===== src/rtl/mrws_div.sv =====
// ----------------------------------------------------------------------------
// mrws_div
// restoring divider, one quotient bit per cycle
// ----------------------------------------------------------------------------
module mrws_div #(
  parameter int NW = 34,
  parameter int DW = 10
) (
  input  logic          clk_i,
  input  logic          rst_ni,
  input  logic          start_i,
  input  logic [NW-1:0] num_i,
  input  logic [DW-1:0] den_i,
  output logic          busy_o,
  output logic [NW-1:0] quo_o
);

  localparam int CntW = $clog2(NW + 1);

  logic [CntW-1:0] cnt_q, cnt_d;
  logic [NW-1:0]   quo_q, quo_d;
  logic [DW-1:0]   rem_q, rem_d;
  logic [DW-1:0]   den_q, den_d;
  logic [DW:0]     trial, diff;
  logic            ge;

  always_comb begin
    trial = {rem_q, quo_q[NW-1]};
    diff  = trial - {1'b0, den_q};
    ge    = trial >= {1'b0, den_q};
    cnt_d = cnt_q;
    quo_d = quo_q;
    rem_d = rem_q;
    den_d = den_q;
    if (start_i) begin
      cnt_d = CntW'(NW);
      quo_d = num_i;
      rem_d = '0;
      den_d = den_i;
    end else if (busy_o) begin
      cnt_d = cnt_q - 1'b1;
      quo_d = {quo_q[NW-2:0], ge};
      rem_d = ge ? diff[DW-1:0] : trial[DW-1:0];
    end
  end

  assign busy_o = cnt_q != '0;
  assign quo_o  = quo_q;

  always_ff @(posedge clk_i or negedge rst_ni) begin
    if (!rst_ni) begin
      cnt_q <= '0;
    end else begin
      cnt_q <= cnt_d;
    end
  end

  always_ff @(posedge clk_i) begin
    quo_q <= quo_d;
    rem_q <= rem_d;
    den_q <= den_d;
  end

endmodule


===== config.mk =====
export PLATFORM = sky130hd
export DESIGN_NAME = mrws_div
export DESIGN_NICKNAME = d
export VERILOG_FILES = /design/src/rtl/mrws_div.sv
export SDC_FILE = /design/constraint.sdc
export NUM_CORES = 1
export LEC_CHECK = 0
export ABC_AREA = 1
export BUFFER_PORTS_ARGS = -buffer_cell sky130_fd_sc_hd__clkbuf_2
export CAP_MARGIN = 25
export CORE_UTILIZATION = 57
export DETAILED_ROUTE_END_ITERATION = 12
export PLACE_DENSITY_LB_ADDON = 0.3
export SLEW_MARGIN = 20
export SYNTH_ARGS = -nofsm -noshare
export SYNTH_HDL_FRONTEND = slang
export SYNTH_SLANG_ARGS = --single-unit
export TNS_END_PERCENT = 5

===== constraint.sdc =====
create_clock -name clk_i -period 3.05 [get_ports clk_i]
set_clock_uncertainty 0.1 [all_clocks]
set_input_delay 0.4575 -clock clk_i [delete_from_list [all_inputs] [get_ports clk_i]]
set_output_delay 0.4575 -clock clk_i [all_outputs]
set_load 0.005 [all_outputs]

==> reports/metrics.yaml <==
syn_nets: 431
antenna_left: 0
cts_root_buffer: "clkbuf_8"
die-height_um: 76.6
die_w_um: 76.6
rsz0062_at_grt: "false"
syn-cell-area_mm2: 0.00318
fin_crit_sh: 0.716
syn_inst: 372
comb_power_share: 0.362
portBuffers: 81
synth_cell_type_count: 33
ir_worst_vdd_v: 0.000342
maxSlewViolCount: 0
placementRows: 26
p_int_w: 0.00181
final_cell_mix: "nand2_1, clkbuf_2, edfxtp_1, inv_1, nand3_1"
yosys_warnings: 0
tightest_slew_ns: 0.659
grt_pass1_wl_um: 11200
slowest_delay_ns: 0.41
gr-total-overflow: 0
core-area_mm2: 0.00524
p_sw_frac: 0.356
cts-root-to-sink-buffers: 2
cp_max_fo: 4
nets: 514
worstSetupPathType: "flop to output port"
finalSetupViolCount: 0
cts_tree: "done"
cts_buffers: 9
r2r_cells: 10
critPathSlowestCell: "dfrtp_1"
cp-end-kind: "output port"
initial_utilization: 0.606
maxCapViolations: 0
n_antenna_cell: 0
final_common_cell: "nand2_1"
first_global_vias: 2499
path_common_cell: "inv_1"
rrSetupSlack_ns: 0.91
avgSynthCellArea_um2: 8.54
reg2reg_from: "rem_q[1]"
fmax_ghz: 0.458
async_flop_share: 0.100
route.detailed.drc: 0
antenna_found_initial: 0
first_pass_iters: 4
period_minus_slack_ns: 2.18
dp_hpwl_um: 4730
endpoint: "busy_o"
drt-total-wl_um: 6510
gp_congestion: 0.862
setup_tns_ns: 0
synth_area_leaders: "edfxtp_1, nand2_1, dfxtp_1, inv_1, dfrtp_1"
path_clk_slew_ns: 0.07
drt_iter0_drc: 119
cp-start-kind: "flop"
grt_max_degree: 39
vias: 2652
die_area_mm2: 0.00587
viasPerCell: 5.00
pwr-share-clk: 0.238
final_cells: 530
r2r-end: "rem_q[4]"
ctsResizeCount: 0
drive_above_1_share: 0.248
track_usage: 0.244
crit_start: "cnt_q[0]"
io_pins: 82
synth-seq-area-share: 0.526
synth_top_area_share: 0.416
clock_latency_ns: 0.33
yosysTopAreaCell: "edfxtp_1"
crit_required_ns: 2.49
htree_levels: 3
wl_per_cell_um: 12.3
ys_ff_latch: 60
synth-main-ff-cell: "edfxtp_1"
power.switching_w: 0.00100
synth_enable_flop_cells: 44
synthToLayoutAreaGrowth_pct: 19.4
p_leak_nw: 2.01
dp.cells: 513
seq_power_share: 0.400
finalHoldViolCount: 0
status: "finished clean"
max-slew-margin-rel: 0.561
p_per_area_mw_per_mm2: 741
timing.critical_path.arrival_ns: 1.63
clkSinkCount: 60
hp-class: "primary input to flop"
path_cells: "inv_1 > ha_1 > inv_1 > nor3_2 > nand2_2 > nor2_4 > inv_4 > clkbuf_2"
cell usage after synthesis, types with 2 or more instances:
master / number
nand2_1: 167
nor3_1: 4
inv_2: 2
edfxtp_1: 44
inv_1: 42
o21ai_1: 4
nand3_1: 19
nand2_2: 5
a21oi_1: 7
nand3_2: 2
nor2_1: 12
ha_1: 11
buf_2: 4
xnor2_1: 4
dfxtp_1: 10
inv_4: 2
buf_6: 4
nand3b_1: 6
dfrtp_1: 6
o21ai_0: 2
clkbuf_1: 3
critical path, delay by kind of cell, from the launching register on:
family	cells	cell delay, ns
and+or+nand+nor	3	0.41
DFF	1	0.41
buffers and inverters	4	0.32
adders and majority gates	1	0.16
logic make-up after synthesis:
logic type / share of synthesized area
flip-flops: 0.526
AO/OA/AOI/OAI: 0.0343
XOR/XNOR: 0.0110
adder cells (fa/ha/maj): 0.0496
AND/OR/NAND/NOR: 0.299
buffers and inverters: 0.0800
worst min path at each step:
stage / depth (start not counted) / to / from
2_1_floorplan: 0 / cnt_q[0] / rst_ni
3_3_place_gp: 1 / cnt_q[0] / rst_ni
3_5_place_dp: 1 / cnt_q[5] / rst_ni
4_1_cts: 1 / den_q[6] / den_i[6]
5_1_grt: 1 / den_q[3] / den_i[3]
6_report: 1 / den_q[6] / den_i[6]
per-layer routing:
metal | track usage | part of all wire | vias to the layer above
met2 | 0.386 | 0.47 | 86
met4 | 0.100 | 0.014 | 0
met3 | 0.0754 | 0.072 | 8
li1 | - | - | 1349
met1 | 0.312 | 0.45 | 1209
met5 | 0 | 0 | -
through the flow:
step	power [W]	hold WS, ns	instance area (um2)	setup WS (ns)	utilization
after floorplan	0.00192	0.0619	3180	1.24	-
after global routing	0.00303	0.184	3790	0.686	0.724
after detailed placement	0.00214	0.194	3600	0.924	0.687
after global placement	0.00212	0.195	3600	0.920	0.687
after CTS	0.00282	0.192	3790	0.835	0.724
final	0.00281	0.205	3790	0.866	0.724
state kept, by name (all words and copies together), names as in the netlist:
| name | count |
|---|---|
| cnt_q | 6 |
| den_q | 10 |
| quo_o | 34 |
| rem_q | 10 |
layout make-up:
| type | instances | area [um2] |
|---|---|---|
| flip-flops and latches | 60 | 1670 |
| fillers | 404 | 1450 |
| multi-input cells | 255 | 1250 |
| repair buffers | 83 | 423 |
| inverters | 46 | 178 |
| clock buffers | 10 | 128 |
| well taps | 70 | 87.6 |
| clock inverters | 6 | 55.1 |
power groups by stage:
stage	Clock [W]	Sequential (W)	Combinational, W
6_report	0.000669	0.00112	0.00102
3_5_place_dp	0	0.00114	0.00100
5_1_grt	0.000717	0.00114	0.00117
4_1_cts	0.000682	0.00112	0.00101
2_1_floorplan	0	0.00112	0.000800
3_3_place_gp	0	0.00114	0.000980
repair_timing:
action,CTS,global route
setup endpoints to repair,0,0
hold buffers,1,0
setup buffers,0,0
hold endpoints to repair,6,0
No activity file was read; power rests on OpenSTA's default activity.
