**config.mk**
```make
export PLATFORM = sky130hd
export DESIGN_NAME = mrws_seq
export DESIGN_NICKNAME = d
export VERILOG_FILES = /design/src/rtl/mrws_pkg.sv /design/src/rtl/mrws_seq.sv
export SDC_FILE = /design/constraint.sdc
export NUM_CORES = 1
export LEC_CHECK = 0
export ABC_AREA = 1
export BUFFER_PORTS_ARGS = -buffer_cell sky130_fd_sc_hd__buf_2
export CAP_MARGIN = 20
export CORE_MARGIN = 5
export CORE_UTILIZATION = 25
export DETAILED_ROUTE_END_ITERATION = 8
export SYNTH_ARGS = -nofsm -noshare
export SYNTH_HDL_FRONTEND = slang
export SYNTH_SLANG_ARGS = --single-unit
```
**constraint.sdc**
```tcl
create_clock -name clk_i -period 3.1 [get_ports clk_i]
set_clock_uncertainty 0.15 [all_clocks]
set_input_delay 0.155 -clock clk_i [delete_from_list [all_inputs] [get_ports clk_i]]
set_output_delay 0.155 -clock clk_i [all_outputs]
set_load 0.005 [all_outputs]
```
**src/rtl/mrws_pkg.sv**
```systemverilog
// ----------------------------------------------------------------------------
// mrws_pkg
// shared types, control store and constants of the masked ring smoother
// ----------------------------------------------------------------------------
package mrws_pkg;

  // configuration register indexes
  localparam int CfgIdxW = 2;
  localparam logic [CfgIdxW-1:0] CfgSmooth  = 2'd0;
  localparam logic [CfgIdxW-1:0] CfgGridW   = 2'd1;
  localparam logic [CfgIdxW-1:0] CfgGridH   = 2'd2;
  localparam int CfgDataW = 7;

  // fixed field widths
  localparam int ZW     = 16;
  localparam int OutW   = 24;
  localparam int WsOutW = 10;
  localparam int FracW  = 8;
  localparam longint OutMax = 64'd8388607;

  // datapath operations
  typedef enum logic [3:0] {
    OP_NOP,
    OP_CLEAR,
    OP_ACCEPT,
    OP_INIT,
    OP_RING,
    OP_WALK,
    OP_DIV_LOAD,
    OP_DIV_WAIT,
    OP_PUSH
  } op_e;

  // jump conditions
  typedef enum logic [3:0] {
    COND_NEVER,
    COND_ALWAYS,
    COND_CLR_MORE,
    COND_NO_BEAT,
    COND_WRITE,
    COND_RING_DONE,
    COND_WALK_MORE,
    COND_DIV_BUSY,
    COND_OUT_STALL
  } cond_e;

  localparam int PcW = 4;
  typedef logic [PcW-1:0] pc_t;

  typedef struct packed {
    op_e   op;
    cond_e cond;
    pc_t   target;
  } uword_t;

  // status flags from the datapath to the sequencer
  typedef struct packed {
    logic clr_last;
    logic beat;
    logic is_write;
    logic ring_done;
    logic walk_last;
    logic div_busy;
    logic out_stall;
  } status_t;

  // program steps
  localparam pc_t PcClear   = 4'd0;
  localparam pc_t PcWait    = 4'd1;
  localparam pc_t PcInit    = 4'd2;
  localparam pc_t PcRing    = 4'd3;
  localparam pc_t PcWalk    = 4'd4;
  localparam pc_t PcLoop    = 4'd5;
  localparam pc_t PcDivLoad = 4'd6;
  localparam pc_t PcDivWait = 4'd7;
  localparam pc_t PcPush    = 4'd8;
  localparam pc_t PcBack    = 4'd9;

  // control store
  function automatic uword_t ucode(pc_t pc);
    uword_t w;
    unique case (pc)
      PcClear:   w = '{op: OP_CLEAR,    cond: COND_CLR_MORE,  target: PcClear};
      PcWait:    w = '{op: OP_ACCEPT,   cond: COND_NO_BEAT,   target: PcWait};
      PcInit:    w = '{op: OP_INIT,     cond: COND_WRITE,     target: PcWait};
      PcRing:    w = '{op: OP_RING,     cond: COND_RING_DONE, target: PcDivLoad};
      PcWalk:    w = '{op: OP_WALK,     cond: COND_WALK_MORE, target: PcWalk};
      PcLoop:    w = '{op: OP_NOP,      cond: COND_ALWAYS,    target: PcRing};
      PcDivLoad: w = '{op: OP_DIV_LOAD, cond: COND_NEVER,     target: PcWait};
      PcDivWait: w = '{op: OP_DIV_WAIT, cond: COND_DIV_BUSY,  target: PcDivWait};
      PcPush:    w = '{op: OP_PUSH,     cond: COND_OUT_STALL, target: PcPush};
      PcBack:    w = '{op: OP_NOP,      cond: COND_ALWAYS,    target: PcWait};
      default:   w = '{op: OP_NOP,      cond: COND_ALWAYS,    target: PcWait};
    endcase
    return w;
  endfunction

  // largest weight sum for a given ring count
  function automatic int wsum_max(int s);
    int acc;
    acc = s + 1;
    for (int i = 1; i <= s; i++) begin
      acc = acc + 8 * i * (s - i + 1);
    end
    return acc;
  endfunction

endpackage

```
**src/rtl/mrws_seq.sv**
```systemverilog
// ----------------------------------------------------------------------------
// mrws_seq
// step counter over the control store with conditional jumps
// ----------------------------------------------------------------------------
module mrws_seq (
  input  logic              clk_i,
  input  logic              rst_ni,
  input  mrws_pkg::status_t st_i,
  output mrws_pkg::op_e     op_o
);

  mrws_pkg::pc_t    pc_q, pc_d;
  mrws_pkg::uword_t uw;
  logic             take;

  always_comb begin
    uw = mrws_pkg::ucode(pc_q);
    unique case (uw.cond)
      mrws_pkg::COND_NEVER:     take = 1'b0;
      mrws_pkg::COND_ALWAYS:    take = 1'b1;
      mrws_pkg::COND_CLR_MORE:  take = !st_i.clr_last;
      mrws_pkg::COND_NO_BEAT:   take = !st_i.beat;
      mrws_pkg::COND_WRITE:     take = st_i.is_write;
      mrws_pkg::COND_RING_DONE: take = st_i.ring_done;
      mrws_pkg::COND_WALK_MORE: take = !st_i.walk_last;
      mrws_pkg::COND_DIV_BUSY:  take = st_i.div_busy;
      mrws_pkg::COND_OUT_STALL: take = st_i.out_stall;
      default:                  take = 1'b0;
    endcase
    pc_d = take ? uw.target : pc_q + 1'b1;
    op_o = uw.op;
  end

  always_ff @(posedge clk_i or negedge rst_ni) begin
    if (!rst_ni) begin
      pc_q <= mrws_pkg::PcClear;
    end else begin
      pc_q <= pc_d;
    end
  end

endmodule

```
==> run metrics, run 1 <==
Max Cap Viol=0; Longest Clk Path Bufs=2; # hold bufs at CTS=2; DR iter-0 viols=8; Die Y=55.13 um; Pre-antenna DRT Iters=4; CP Max Fanout=5; most common cell in the netlist=nand2_1; Internal=347.0 uW; minimum clock period=2.004 ns; largest family of logic cells by synthesized area=simple AND/OR/NAND/NOR gates; clk root buf=clkbuf_4; total track usage=9.283%; reg2reg path depth=12; RePlAce Congestion=0.7942; Synth top cells by count=nand2_1, nor2_1, nand3_1; CP Launch Point=pc_q[0]; GR Overflow Total=0; Post-synth ARST share=100.0%; DP HPWL=952.2 um; CTS H-tree depth=1; Crit path required time=3.08 ns; fmax=0.4989 GHz; status=complete, no violations; Synth Area in XOR/XNOR=3.440%; synthesis-stage register bit count=4; Crit Path Class=flip-flop to flip-flop; core box area=0.001942 mm^2; post-CTS setup buffer count=0; syn_nets=97; Clk pwr share=8.9%; largest register by flop count=pc_q; Synthesis Warnings=0; leakage power=0.0003886 uW; Post-synth EDFFs=0; Synth Cell Area=509.2 um^2; initial core utilization=26.22%; Synth Area in Compound Gates=6.880%; worst r2r dst=pc_q[1]; Area after DPL=598.1 um^2; Num CTS Buffers=3; fin nets=115; Setup TNS=0 ns; Post-CTS Resized=0; Least-Margin Pin Slew=0.3307 ns; crit path capture type=flip-flop; setup violators final=0; synth unique cells=17; Synth Area in Simple Gates=52.09%; crit path DAT=1.98 ns; number of routed nets with antenna violations=0; fin util=32.99%; biggest regs=pc_q (4); Synth top area share=19.66%; pin count of the biggest net entering global routing=10; total clock sinks=4; vias in the first global route=493; Std-Cell Rows=16; clk_lat worst skew=0.24 ns; Clk pin slew, worst setup/hold paths=0.04 ns; area leader, netlist=dfrtp_1; drt wl/cell=9.242 um; Seq/Total Area, Yosys=19.66%; mux share of post-synthesis cell area=0%; area grow syn2layout=25.80%; Synth Area in Adders=7.371%; Reg2Reg Setup Slack=1.10 ns; final WL=1183 um; PD cells=1215 mW/mm^2; Layout fillers=232; Largest register FFs=4; startpoint types=flip-flop; Net Sw Frac=55.42%; Vias=550; vias per cell=4.297; Sequential Power Share=15.3%; ANT cells=0; RSZ-0062 raised after global routing=false; HP Class=input pin to async pin; initial antenna violation count=0; P_sw=431.5 uW; Hold Vio Cnt, Final=0; Reg2Reg Launch Point=pc_q[0]; # IOs=13; synthesized instance count=85; CTS tree=yes; input/output buffers=12; final worst path period share=64.65%; combinational power share=75.8%; top post-synthesis cells by area=dfrtp_1, nand2_1, nand3_1; Post-synth top flop=dfrtp_1; Max Slew Vio Count=0; maximum vdd ir drop=0.0003989 V; DIE AREA=0.003039 mm^2; mean post-synth cell area=5.991 um^2; layout cells sized above 1=29.70%; # DRC=0; design area=640.6 um^2; first-pass GRT wire length=1973 um; Chip Width=55.13 um; worst rel slew slack=77.95%
cells in the final DEF (no fill, tap or decap), types with 3 or more instances in the layout:
cell / n
nand2_1: 25
buf_2: 12
nor2_1: 11
nand3_1: 10
inv_1: 8
inv_2: 5
nand2_2: 5
a21oi_1: 4
dfrtp_1: 4
ha_1: 3
clkbuf_4: 3
logic make-up (layout without fill, tap and decap cells):
kind of cell             count (synthesis)  after routing
buffers and inverters                   14             30
AO/OA/AOI/OAI                            6              6
AND/OR/NAND/NOR                         56             56
adder cells (fa/ha/maj)                  3              3
flip-flops                               4              4
XOR/XNOR                                 2              2
cell type report:
class / count / area [um^2] / share of cell area [%]
Sequential cell: 4 / 100.1 / 15.63
Tap cell: 27 / 33.78 / 5.273
Clock buffer: 3 / 22.52 / 3.516
Inverter: 13 / 48.80 / 7.617
Timing Repair Buffer: 14 / 80.08 / 12.50
Multi-Input combinational cell: 67 / 355.3 / 55.47
metrics by stage:
step           cells  hold slack, ns  setup WS (ns)  power (uW)
2_1_floorplan     85         -0.2906          1.270       582.6
3_3_place_gp     123         -0.1849          1.119       702.4
3_5_place_dp     123         -0.1830          1.092       712.0
4_1_cts          128         0.09243          1.081       785.7
5_1_grt          128          0.1214         0.9225       887.3
6_report         128         0.09802          1.096       778.5
power groups by stage:
stage	Sequential [uW]	Combinational [uW]	Clock, uW
final	119	590	69.4
after global routing	125	689	73.8
after global placement	119	583	0
after floorplan	106	477	0
after detailed placement	119	593	0
after CTS	118	597	70.2
metal layers:
metal  GRT usage [%]  vias up  wire length (um)
met3           1.877        4                43
met4           7.692        0                25
met2           14.17       10               552
li1                -      297                 -
met1           11.08      239               562
met5               0        -                 0
worst max-delay path, stage by stage, from the launching register on:
cell and delay (ns):
dfrtp_1 0.40, inv_1 0.12, ha_1 0.36, nand2_2 0.11, nand2_2 0.09, nor2_4 0.15
nor2_1 0.06, nand2_1 0.07, o21ai_2 0.07, nor2_4 0.14, nand2_2 0.08, nand2_1 0.06
nand2_1 0.04
worst max-delay path by stage:
| stage | end | slack [ns] | cells after the start |
|---|---|---|---|
| detailed placement | pc_q[1] | 1.09 | 12 |
| global placement | pc_q[1] | 1.12 | 13 |
| finish | pc_q[1] | 1.10 | 12 |
| floorplan | pc_q[1] | 1.27 | 12 |
| CTS | pc_q[1] | 1.08 | 12 |
| global route | pc_q[0] | 0.92 | 13 |
No activity file was read; power rests on OpenSTA's default activity.
==> run 2: changes to the inputs <==
--- a/config.mk
+++ b/config.mk
@@ -5,7 +5,7 @@
 export SDC_FILE = /design/constraint.sdc
 export NUM_CORES = 1
 export LEC_CHECK = 0
-export ABC_AREA = 1
+export ABC_AREA = 0
 export BUFFER_PORTS_ARGS = -buffer_cell sky130_fd_sc_hd__buf_2
 export CAP_MARGIN = 20
 export CORE_MARGIN = 5
==> constraint.sdc (replaced) <==
create_clock -name clk_i -period 1.9 [get_ports clk_i]
set_clock_uncertainty 0.15 [all_clocks]
set_input_delay 0.095 -clock clk_i [delete_from_list [all_inputs] [get_ports clk_i]]
set_output_delay 0.095 -clock clk_i [all_outputs]
set_load 0.005 [all_outputs]
==> run 2 against run 1 <==
  * The flow now finishes with violations (setup timing)
  * Total power up 110%
  * Clock power up 46%
  * Critical path type unchanged
  * Sequential share of layout area shrank 2.6 points
  * Sequential power grew 56%
  * Final cell count fell by 18%
  * Critical path depth down 5
  * Critical endpoint unchanged
  * Non-clock buffer count increased by 13
==> run metrics, run 2 <==
Chip Width=53.73 um; register area=100.1 um^2; RSZ-0062 raised after global routing=true; # IOs=13; syn_nets=66; initial core utilization=27.09%; Post-Layout Cell Count=105; DP HPWL=996.9 um; clk_lat worst skew=0.23 ns; layout cells sized above 1=56.25%; area leader, netlist=dfrtp_1; pre-CTS WS=-0.1882 ns; power consumption=1673 uW; biggest regs=pc_q (4); synthesis-stage register bit count=4; RePlAce Congestion=0.8049; Post-synth top flop=dfrtp_1; PD cells=2181 mW/mm^2; Pre-antenna DRT Iters=4; synthesized instance count=54; Vias=505; DIE AREA=0.002886 mm^2; first-pass GRT wire length=2007 um; most common cell after layout, fill and taps aside=buf_4; mean post-synth cell area=8.851 um^2; Die Y=53.73 um; final worst path period share=106.6%; number of routed nets with antenna violations=0; crit path DAT=1.99 ns; initial antenna violation count=0; ANT cells=0; Num CTS Buffers=3; status=finished, violations left; leakage power=0.0003464 uW; fin util=43.48%; drt wl/cell=12.99 um; Least-Margin Pin Slew=0.3424 ns; final hold slack=0.04779 ns; largest register by flop count=pc_q; fin nets=94; minimum clock period=2.026 ns; total clock sinks=4; Seq/Total Area, Yosys=20.94%; area grow syn2layout=60.47%; Largest register FFs=4; Post-synth EDFFs=0; top post-synthesis cells by area=dfrtp_1, mux2i_1, ha_1; pin count of the biggest net entering global routing=19; Max Slew Vio Count=0; # DRC=0; setup violators final=3; Layout fillers=195; synth unique cells=29; final worst slack=-0.1257 ns; clk root buf=clkbuf_4; GR Overflow Total=0; most frequent cells in the layout=buf_4, buf_2, nor2_1; Synthesis Warnings=0; Hold Vio Cnt, Final=0; Post-Place Cells=100; violations in the final reports=setup timing; Synth top cells by count=mux2i_1, nor2_1, dfrtp_1, o21ai_0; CP Max Fanout=3; DR iter-0 viols=6; input/output buffers=12; Crit path required time=1.86 ns; core box area=0.001764 mm^2; Multi-input gate area=415.4 um^2; fmax=0.4936 GHz; vias per cell=4.810; Synth Cell Area=478.0 um^2; Post-synth ARST share=100.0%; HP Class=input pin to async pin; Std-Cell Rows=15; worst rel slew slack=76.98%; CTS tree=yes; crit path capture type=flip-flop; vias in the first global route=447; Synth top area share=20.94%; startpoint types=flip-flop; Longest Clk Path Bufs=2; Max Cap Viol=0; CTS H-tree depth=1; final WL=1364 um; Crit Path Class=flip-flop to flip-flop; maximum vdd ir drop=0.0008139 V; Clk pin slew, worst setup/hold paths=0.04 ns; total track usage=9.628%
-- run 2: final timing paths --
check                        start  endpoint  slack [ns]  cells past startpoint
setup / recovery           pc_q[0]   pc_q[1]       -0.13                      7
hold / removal              rst_ni   pc_q[0]        0.05                      2
setup reg to reg           pc_q[0]   pc_q[1]       -0.13                      7
hold reg to reg            pc_q[0]   pc_q[0]        0.58                      2
max in group asynchronous   rst_ni   pc_q[2]        1.43                      2
min in group clk_i         st_i[5]   pc_q[1]        0.32                      5
-- run 2: layout make-up --
cell class / instances / share of cell area, %
multi-input cells: 44 / 54.16
inverters: 2 / 1.305
repair buffers: 27 / 24.47
flip-flops and latches: 4 / 13.05
well taps: 25 / 4.078
clock buffers: 3 / 2.936
-- run 2: worst max-delay path, cell delays in order (launching register included) --
cell,delay (ns)
dfrtp_1,0.40
inv_4,0.08
ha_4,0.21
mux2i_4,0.14
mux2_4,0.32
o21ai_4,0.14
o211a_4,0.17
mux2_4,0.29
-- run 2: logic make-up after synthesis --
group	Yosys count	synth area share (%)
AND/OR/NAND/NOR	19	21.99
AO/OA/AOI/OAI	12	19.64
multiplexers	9	21.20
buffers and inverters	6	6.540
flip-flops	4	20.94
adder cells (fa/ha/maj)	3	7.854
XOR/XNOR	1	1.833
-- run 2: per-stage QoR --
stage | TNS (ns) | instance area (um^2)
5_1_grt | -0.3761 | 767.0
3_5_place_dp | -0.3772 | 670.6
2_1_floorplan | -0.3684 | 499.2
4_1_cts | -0.3239 | 719.4
3_3_place_gp | -0.2158 | 670.6
6_report | -0.2099 | 767.0
-- run 2: where the power goes --
| part | switching, uW | internal, uW |
|---|---|---|
| Combinational | 637 | 748 |
| Clock | 30.8 | 70.4 |
| Sequential | 55.1 | 131 |
| Total | 723 | 950 |
-- run 2: routing by layer --
| layer | part of all wire [%] | wire length (um) | global-route usage [%] | vias up |
|---|---|---|---|---|
| met1 | 44 | 602 | 12.89 | 238 |
| met2 | 51 | 689 | 15.12 | 15 |
| li1 | - | - | - | 250 |
| met4 | 1.2 | 16 | 3.830 | 0 |
| met3 | 4.0 | 55 | 1.662 | 2 |
| met5 | 0 | 0 | 0 | - |
-- run 2: what timing repair did --
item                                    CTS  global route
pin swaps                                 0             3
endpoints found under the setup margin    3             3
endpoints found under the hold margin     4             0
gates resized for setup                   3             9
hold buffers                              1             0
cloned                                    0             0
buffers inserted                          1             0
